===== config.mk =====
export PLATFORM = sky130hd
export DESIGN_NAME = utf8_to_utf16_transcoder_unit
export DESIGN_NICKNAME = d
export VERILOG_FILES = /design/src/hw/rtl/u8u16_pkg.sv /design/src/hw/rtl/u8u16_decoder.sv /design/src/hw/rtl/u8u16_out_queue.sv /design/src/hw/rtl/utf8_to_utf16_transcoder_unit.sv
export VERILOG_INCLUDE_DIRS = /design/src /design/src/hw/rtl
export SDC_FILE = /design/constraint.sdc
export NUM_CORES = 1
export LEC_CHECK = 0
export ABC_CLOCK_PERIOD_IN_PS = 4750
export BUFFER_PORTS_ARGS = -buffer_cell sky130_fd_sc_hd__buf_4
export CORE_ASPECT_RATIO = 1.5
export CORE_UTILIZATION = 60
export CTS_BUF_LIST = sky130_fd_sc_hd__clkbuf_16
export DETAILED_ROUTE_END_ITERATION = 10
export PLACE_DENSITY = 0.85
export SLEW_MARGIN = 10
export SYNTH_ARGS = -nofsm -noshare
export SYNTH_HDL_FRONTEND = slang
export SYNTH_SLANG_ARGS = --single-unit
export TNS_END_PERCENT = 30

===== constraint.sdc =====
create_clock -name clk_i -period 4.75 [get_ports clk_i]
set_clock_uncertainty 0.1 [all_clocks]
set_input_delay 0.95 -clock clk_i [delete_from_list [all_inputs] [get_ports clk_i]]
set_output_delay 0.95 -clock clk_i [all_outputs]
set_load 0.1 [all_outputs]

===== src/hw/rtl/utf8_to_utf16_transcoder_unit_macros.svh =====
// assertion macros for the utf-8 to utf-16 transcoder
`ifndef UTF8_TO_UTF16_TRANSCODER_UNIT_MACROS_SVH
`define UTF8_TO_UTF16_TRANSCODER_UNIT_MACROS_SVH

`ifndef ASSERT_OFF

// cond must hold at every clock edge outside reset
`define U8U16_ASSERT_ALWAYS(label, clk, rst_n, cond) \
  label: assert property (@(posedge clk) disable iff (!(rst_n)) (cond)) \
    else $error("assertion failed");

// ante at an edge implies cons at the same edge
`define U8U16_ASSERT_IMPLIES(label, clk, rst_n, ante, cons) \
  label: assert property (@(posedge clk) disable iff (!(rst_n)) (ante) |-> (cons)) \
    else $error("assertion failed");

`else

`define U8U16_ASSERT_ALWAYS(label, clk, rst_n, cond)
`define U8U16_ASSERT_IMPLIES(label, clk, rst_n, ante, cons)

`endif

`endif


===== src/hw/rtl/u8u16_pkg.sv =====
`timescale 1ns / 1ps

package u8u16_pkg;

  localparam logic [20:0] CodeMax       = 21'h10FFFF;
  localparam logic [20:0] SurrogateLo   = 21'h00D800;
  localparam logic [20:0] SurrogateHi   = 21'h00DFFF;
  localparam logic [20:0] SupplBase     = 21'h010000;
  localparam logic [20:0] TwoByteMin    = 21'h000080;
  localparam logic [20:0] ThreeByteMin  = 21'h000800;
  localparam logic [5:0]  HighSurrTag   = 6'b110110;
  localparam logic [5:0]  LowSurrTag    = 6'b110111;

  // continuation counts of a character
  localparam logic [1:0] SeqTwo   = 2'd1;
  localparam logic [1:0] SeqThree = 2'd2;
  localparam logic [1:0] SeqFour  = 2'd3;

  // result counts per input byte
  localparam logic [1:0] ResNone = 2'd0;
  localparam logic [1:0] ResOne  = 2'd1;
  localparam logic [1:0] ResTwo  = 2'd2;

  // output queue
  localparam int unsigned QueueDepth = 4;
  localparam int unsigned QueuePtrW  = $clog2(QueueDepth);
  localparam int unsigned QueueLvlW  = $clog2(QueueDepth + 1);

  typedef struct packed {
    logic [7:0] byte_in;
    logic       end_of_text;
  } in_item_t;

  typedef struct packed {
    logic [15:0] code_unit;
    logic        bad_input;
    logic        final_unit;
  } out_item_t;

  typedef struct packed {
    logic [1:0]  bytes_pending;
    logic [1:0]  sequence_length;
    logic [20:0] code_accumulator;
    logic        discarding;
  } dec_state_t;

  // results produced by one byte, pushed to the queue together
  typedef struct packed {
    logic [1:0] res_count;
    out_item_t  unit0;
    out_item_t  unit1;
  } dec_push_t;

endpackage


===== src/hw/rtl/u8u16_decoder.sv =====
`timescale 1ns / 1ps

module u8u16_decoder
  import u8u16_pkg::*;
(
  input  in_item_t   item_i,
  input  dec_state_t state_i,
  output dec_state_t state_o,
  output dec_push_t  push_o
);

  logic [7:0]  b;
  logic        last;
  logic [20:0] acc_shift;
  logic [1:0]  pend_dec;
  logic        overlong;
  logic        out_of_range;
  logic        do_fail;
  logic        do_emit;
  logic [20:0] emit_cp;
  logic [20:0] suppl_off;

  assign b         = item_i.byte_in;
  assign last      = item_i.end_of_text;
  assign acc_shift = {state_i.code_accumulator[14:0], b[5:0]};
  assign pend_dec  = state_i.bytes_pending - 2'd1;
  assign suppl_off = emit_cp - SupplBase;

  always_comb begin
    overlong = ((state_i.sequence_length == SeqTwo)   && (acc_shift < TwoByteMin))   ||
               ((state_i.sequence_length == SeqThree) && (acc_shift < ThreeByteMin)) ||
               ((state_i.sequence_length == SeqFour)  && (acc_shift < SupplBase));
    out_of_range = (acc_shift > CodeMax) ||
                   ((acc_shift >= SurrogateLo) && (acc_shift <= SurrogateHi));
  end

  // next state and which kind of result
  always_comb begin
    state_o = state_i;
    do_fail = 1'b0;
    do_emit = 1'b0;
    emit_cp = acc_shift;
    if (state_i.discarding) begin
      state_o.discarding = ~last;
    end else if (state_i.bytes_pending == 2'd0) begin
      if (!b[7]) begin
        do_emit = 1'b1;
        emit_cp = {13'd0, b};
      end else if (b[7:5] == 3'b110) begin
        state_o.code_accumulator = {16'd0, b[4:0]};
        state_o.sequence_length  = SeqTwo;
        state_o.bytes_pending    = SeqTwo;
        do_fail = last;
      end else if (b[7:4] == 4'b1110) begin
        state_o.code_accumulator = {17'd0, b[3:0]};
        state_o.sequence_length  = SeqThree;
        state_o.bytes_pending    = SeqThree;
        do_fail = last;
      end else if (b[7:3] == 5'b11110) begin
        state_o.code_accumulator = {18'd0, b[2:0]};
        state_o.sequence_length  = SeqFour;
        state_o.bytes_pending    = SeqFour;
        do_fail = last;
      end else begin
        do_fail = 1'b1;
      end
    end else if (b[7:6] != 2'b10) begin
      do_fail = 1'b1;
    end else if (pend_dec != 2'd0) begin
      state_o.code_accumulator = acc_shift;
      state_o.bytes_pending    = pend_dec;
      do_fail = last;
    end else begin
      state_o.code_accumulator = '0;
      state_o.sequence_length  = 2'd0;
      state_o.bytes_pending    = 2'd0;
      if (overlong || out_of_range) begin
        do_fail = 1'b1;
      end else begin
        do_emit = 1'b1;
      end
    end
    if (do_fail) begin
      state_o.code_accumulator = '0;
      state_o.sequence_length  = 2'd0;
      state_o.bytes_pending    = 2'd0;
      state_o.discarding       = ~last;
    end
  end

  // result units
  always_comb begin
    push_o = '0;
    if (do_fail) begin
      push_o.res_count        = ResOne;
      push_o.unit0.bad_input  = 1'b1;
      push_o.unit0.final_unit = 1'b1;
    end else if (do_emit) begin
      if (emit_cp < SupplBase) begin
        push_o.res_count        = ResOne;
        push_o.unit0.code_unit  = emit_cp[15:0];
        push_o.unit0.final_unit = last;
      end else begin
        // surrogate pair, high half first
        push_o.res_count        = ResTwo;
        push_o.unit0.code_unit  = {HighSurrTag, suppl_off[19:10]};
        push_o.unit1.code_unit  = {LowSurrTag, suppl_off[9:0]};
        push_o.unit1.final_unit = last;
      end
    end else begin
      push_o.res_count = ResNone;
    end
  end

endmodule


===== src/hw/rtl/u8u16_out_queue.sv =====
`timescale 1ns / 1ps

module u8u16_out_queue
  import u8u16_pkg::*;
(
  input  logic                 clk_i,
  input  logic                 rst_ni,
  input  logic                 push_en_i,
  input  dec_push_t            push_i,
  output logic [QueueLvlW-1:0] level_o,
  output logic                 out_valid_o,
  input  logic                 out_stall_i,
  output out_item_t            out_item_o
);

  out_item_t              entry_q [QueueDepth];
  logic [QueuePtrW-1:0]   wr_ptr_q, wr_ptr_d;
  logic [QueuePtrW-1:0]   rd_ptr_q, rd_ptr_d;
  logic [QueueLvlW-1:0]   level_q, level_d;
  logic [1:0]             push_n;
  logic                   pop;
  logic [QueuePtrW-1:0]   wr_ptr_nxt;

  assign push_n      = push_en_i ? push_i.res_count : ResNone;
  assign out_valid_o = (level_q != '0);
  assign pop         = out_valid_o && !out_stall_i;
  assign wr_ptr_nxt  = wr_ptr_q + QueuePtrW'(1);

  always_comb begin
    wr_ptr_d = wr_ptr_q + QueuePtrW'(push_n);
    rd_ptr_d = rd_ptr_q + QueuePtrW'(pop);
    level_d  = level_q + QueueLvlW'(push_n) - QueueLvlW'(pop);
  end

  always_ff @(posedge clk_i or negedge rst_ni) begin
    if (!rst_ni) begin
      wr_ptr_q <= '0;
      rd_ptr_q <= '0;
      level_q  <= '0;
    end else begin
      wr_ptr_q <= wr_ptr_d;
      rd_ptr_q <= rd_ptr_d;
      level_q  <= level_d;
    end
  end

  always_ff @(posedge clk_i) begin
    if (push_n != ResNone) begin
      entry_q[wr_ptr_q] <= push_i.unit0;
    end
    if (push_n == ResTwo) begin
      entry_q[wr_ptr_nxt] <= push_i.unit1;
    end
  end

  assign out_item_o = entry_q[rd_ptr_q];
  assign level_o    = level_q;

endmodule


===== src/hw/rtl/utf8_to_utf16_transcoder_unit.sv =====
`timescale 1ns / 1ps

// utf-8 to utf-16 transcoder: takes one byte of a utf-8 string per transaction
// (end_of_text on the string's last byte) and returns utf-16 code units, one per
// output transaction. a completed character gives one unit, or a surrogate pair
// with the high half first. on invalid input (bad lead or continuation, overlong
// form, surrogate code point, value above 0x10ffff, string cut short) a single
// result with bad_input and final_unit set and code_unit zero is returned, and the
// rest of that string is dropped silently up to its end_of_text byte.
// rate: one byte per cycle sustained while the output side keeps taking results;
// a surrogate pair takes two output transactions, so four-byte characters are
// bounded by the output port at one unit per cycle. the byte is registered,
// decoded against the character state in one pass and written to a four-entry
// result queue that drives the output, so the first result is offered once the
// byte has passed the input register and been written into the queue. the input
// stalls while a byte waits in the input register and the queue has fewer than
// two free entries. there is no configuration.

`include "utf8_to_utf16_transcoder_unit_macros.svh"

module utf8_to_utf16_transcoder_unit
  import u8u16_pkg::*;
(
  input  logic      clk_i,
  input  logic      rst_ni,
  // byte input
  input  logic      in_valid_i,
  output logic      in_stall_o,
  input  in_item_t  in_item_i,
  // code unit output
  output logic      out_valid_o,
  input  logic      out_stall_i,
  output out_item_t out_item_o
);

  // input register
  logic       stage_valid_q;
  in_item_t   stage_item_q;
  logic       stage_fire;
  logic       in_accept;

  // character state
  dec_state_t state_q, state_d;
  dec_push_t  dec_push;

  logic [QueueLvlW-1:0] queue_level;

  // the stage moves on when the queue can take a surrogate pair
  assign stage_fire = stage_valid_q && (queue_level <= QueueLvlW'(QueueDepth - 2));
  assign in_stall_o = stage_valid_q && !stage_fire;
  assign in_accept  = in_valid_i && !in_stall_o;

  always_ff @(posedge clk_i or negedge rst_ni) begin
    if (!rst_ni) begin
      stage_valid_q <= 1'b0;
    end else if (in_accept) begin
      stage_valid_q <= 1'b1;
    end else if (stage_fire) begin
      stage_valid_q <= 1'b0;
    end
  end

  // payload register, no reset needed
  always_ff @(posedge clk_i) begin
    if (in_accept) begin
      stage_item_q <= in_item_i;
    end
  end

  u8u16_decoder u_decoder (
    .item_i  (stage_item_q),
    .state_i (state_q),
    .state_o (state_d),
    .push_o  (dec_push)
  );

  // state advances only when the byte's results go into the queue
  always_ff @(posedge clk_i or negedge rst_ni) begin
    if (!rst_ni) begin
      state_q <= '0;
    end else if (stage_fire) begin
      state_q <= state_d;
    end
  end

  u8u16_out_queue u_out_queue (
    .clk_i       (clk_i),
    .rst_ni      (rst_ni),
    .push_en_i   (stage_fire),
    .push_i      (dec_push),
    .level_o     (queue_level),
    .out_valid_o (out_valid_o),
    .out_stall_i (out_stall_i),
    .out_item_o  (out_item_o)
  );

  // queue never overfills
  `U8U16_ASSERT_ALWAYS(a_queue_bound, clk_i, rst_ni, queue_level <= QueueLvlW'(QueueDepth))
  // an error result is always the last of its string and carries no unit
  `U8U16_ASSERT_IMPLIES(a_error_final, clk_i, rst_ni, out_valid_o && out_item_o.bad_input, out_item_o.final_unit && (out_item_o.code_unit == 16'd0))
  // nothing is produced while dropping the rest of a bad string
  `U8U16_ASSERT_IMPLIES(a_discard_quiet, clk_i, rst_ni, stage_fire && state_q.discarding, dec_push.res_count == ResNone)
  // a byte is taken into the stage only if the previous one left it
  `U8U16_ASSERT_IMPLIES(a_stage_no_drop, clk_i, rst_ni, in_accept && stage_valid_q, stage_fire)

endmodule

==> out/qor.yml <==
outcome: "complete, no violations"
drc_errors: 0
cts_hold_buf: 0
fmax_ghz: 0.283
peakVddDrop_v: 0.000480
grt_max_degree: 29
drv_slew: 0
crit_path_frequent_cell: "or4_4"
cts_sinks: 109
grt_use_total_pct: 28.4
hold_path_class: "flip-flop to flip-flop"
max_stage_delay_ps: 580
htreeDepth: 3
required_ps: 4880
drt-total-wl_um: 12200
cp-start-kind: "flip-flop"
slew_headroom_pct: 18.3
port_buffers: 32
postCtsSetupBuffers: 0
rsz0062_at_grt: "no"
final_cell_mix: "edfxtp_1, nor2_1, buf_4"
comb_power_share_pct: 46.0
syn_inst: 428
p_seq_share_pct: 37.0
final_common_cell: "edfxtp_1"
dieArea_um2: 9290
synth_nets: 448
antenna_cells: 0
synth_edf_count: 73
worst_pin_slew_ps: 1220
first_global_vias: 3746
synthToLayoutAreaGrowth_pct: 8.97
synth.area.top_cells: "edfxtp_1, dfrtp_1, mux4_2, a22o_1, nor2_1"
yosysUniqueCellTypes: 68
die_w_um: 79.0
critPathTopFamily: "simple AND/OR/NAND/NOR gates"
ctsResizeCount: 0
grt_antenna_before_repair: 0
endpoint_kind: "flip-flop"
clock_latency_ps: 350
async_flop_share_pct: 25.7
setup_ws_ps: 1220
fp.coreArea_um2: 8520
cts.clk_slew.worst_paths_ps: 70
clock-root-buffer: "clkbuf_16"
syn_avg_cell_area_um2: 12.5
synth_top_area_share_pct: 41.0
final_area_um2: 5820
seq_area_frac_synth_pct: 57.2
drt-met1-wl_um: 4520
ioPinCount: 33
drv_cap: 0
finalCritPeriodShare_pct: 74.3
internal-power_w: 0.00207
critical_path_class: "flip-flop to flip-flop"
switching_share_pct: 47.3
cts_tree: "built"
initial_core_util_pct: 62.7
grt_overflow: 0
p_clk_share_pct: 16.9
die_y_um: 118
vias: 3857
cp_cell_sequence: "or4_4, or4_4, a31oi_2, a211oi_2, or2_0, a21oi_1, ha_1, inv_1, fa_1, xor2_1, xnor2_1"
setup_tns_ps: 0
hold_viol_final: 0
wl_met2_um: 6340
place_inst: 542
p_sw_w: 0.00186
drive_above_1_share_pct: 17.5
drtIter0Drc: 506
dp_hpwl_um: 8700
rows: 41
p_per_area_nw_per_um2: 676
top_layer_used: "met4"
pre_cts_slack_ps: 1270
min_period_ps: 3530
fin_hold_ws_ps: 389
post_drt_wl_per_cell_um: 21.9
yosys.area.top_type: "edfxtp_1"
synth-warning-count: 0
final_cells: 558
slowest_stage: "or4_4"
critPathBufInv: 1
postPlaceCellArea_um2: 5560
leakage_nw: 2.08
clockBufferDepth: 2
arrival_ps: 3660
drt_pass1_iterations: 6
fin_nets: 466
setup_viol: 0
grt_pass1_wl_um: 19700
drtAntennaViolNets: 0
ys_ff_latch: 109
cts-buffers-inserted: 9
wl_met3_um: 844
vias_per_cell: 6.91
path_max_fanout: 9
syn_area_um2: 5340
place.gp.congestion: 0.931
synth_ff_type: "edfxtp_1"
## cells in the mapped netlist, drive strengths merged, types with 2 or more instances
library cell,number
edfxtp,73
nor2,47
dfrtp,28
nand2,28
o21ai,28
a22o,25
clkbuf,18
mux4,18
o22ai,15
inv,14
a22oi,12
a21oi,11
buf,10
dfxtp,8
nand3,8
o2bb2ai,7
ha,6
nor3,6
o21a,5
o211ai,4
or4,4
xnor2,4
a31oi,3
and2,3
and3,3
nand3b,3
nor2b,3
or2,3
xor2,3
a211oi,2
a21o,2
nand2b,2
nand4b,2
o31ai,2
o32ai,2
or3,2
## through the flow
stage	power (W)	util, %
after floorplan	0.00291	-
after global placement	0.00322	65.3
after detailed placement	0.00327	65.3
after CTS	0.00393	68.3
after global routing	0.00410	68.3
final	0.00393	68.3
## flip-flops by register name, indices dropped and copies added (netlist names)
| name | cells |
|---|---|
| u_out_queue.entry_q | 72 |
| state_q | 20 |
| stage_item_q | 9 |
| u_out_queue.level_o | 3 |
| u_out_queue.rd_ptr_q | 2 |
| u_out_queue.wr_ptr_q | 2 |
| stage_valid_q | 1 |
## kinds of logic after synthesis
| group | after synthesis | synth area share [%] |
|---|---|---|
| AOI/OAI and AO/OA | 124 | 16.8 |
| buffers and inverters | 42 | 4.29 |
| xor gates and xnor gates | 7 | 1.15 |
| DFF | 109 | 57.2 |
| adders and majority gates | 7 | 1.78 |
| and+or+nand+nor | 121 | 11.2 |
| muxes | 18 | 7.59 |
## power by group through the flow
stage / clock [W] / sequential (W) / combinational (W)
final: 0.000666 / 0.00146 / 0.00181
after global routing: 0.000707 / 0.00148 / 0.00191
after CTS: 0.000669 / 0.00145 / 0.00181
after detailed placement: 0 / 0.00147 / 0.00180
after global placement: 0 / 0.00145 / 0.00177
after floorplan: 0 / 0.00129 / 0.00162
## layer usage
layer	GRT usage, %	up-vias
li1	-	1681
met1	34.9	1852
met2	47.0	262
met3	5.43	62
met4	14.4	0
met5	0	-
## path summary, 6_finish.rpt
path,from,endpoint,slack (ps),cells after the start
setup reg to reg,state_q[14]$_DFFE_PN0P_,u_out_queue.level_o[2]$_DFF_PN0_,1220,11
hold reg to reg,u_out_queue.entry_q[2][15]$_SDFFE_PP0N_,u_out_queue.entry_q[2][15]$_SDFFE_PP0N_,390,1
min in group asynchronous,rst_ni,u_out_queue.level_o[2]$_DFF_PN0_,410,1
hold / removal,u_out_queue.entry_q[2][15]$_SDFFE_PP0N_,u_out_queue.entry_q[2][15]$_SDFFE_PP0N_,390,1
setup / recovery,state_q[14]$_DFFE_PN0P_,u_out_queue.level_o[2]$_DFF_PN0_,1220,11
max in group asynchronous,rst_ni,state_q[6]$_DFFE_PN0P_,3850,1
## layout make-up
type,count,area [um2]
Clock buffer,9,225
Clock inverter,7,33.8
Fill cell,634,2700
Inverter,14,52.6
Multi-Input combinational cell,277,2060
Sequential cell,109,3050
Tap cell,107,134
Timing Repair Buffer,35,263
Note: power is estimated with default switching activity, not from simulation.
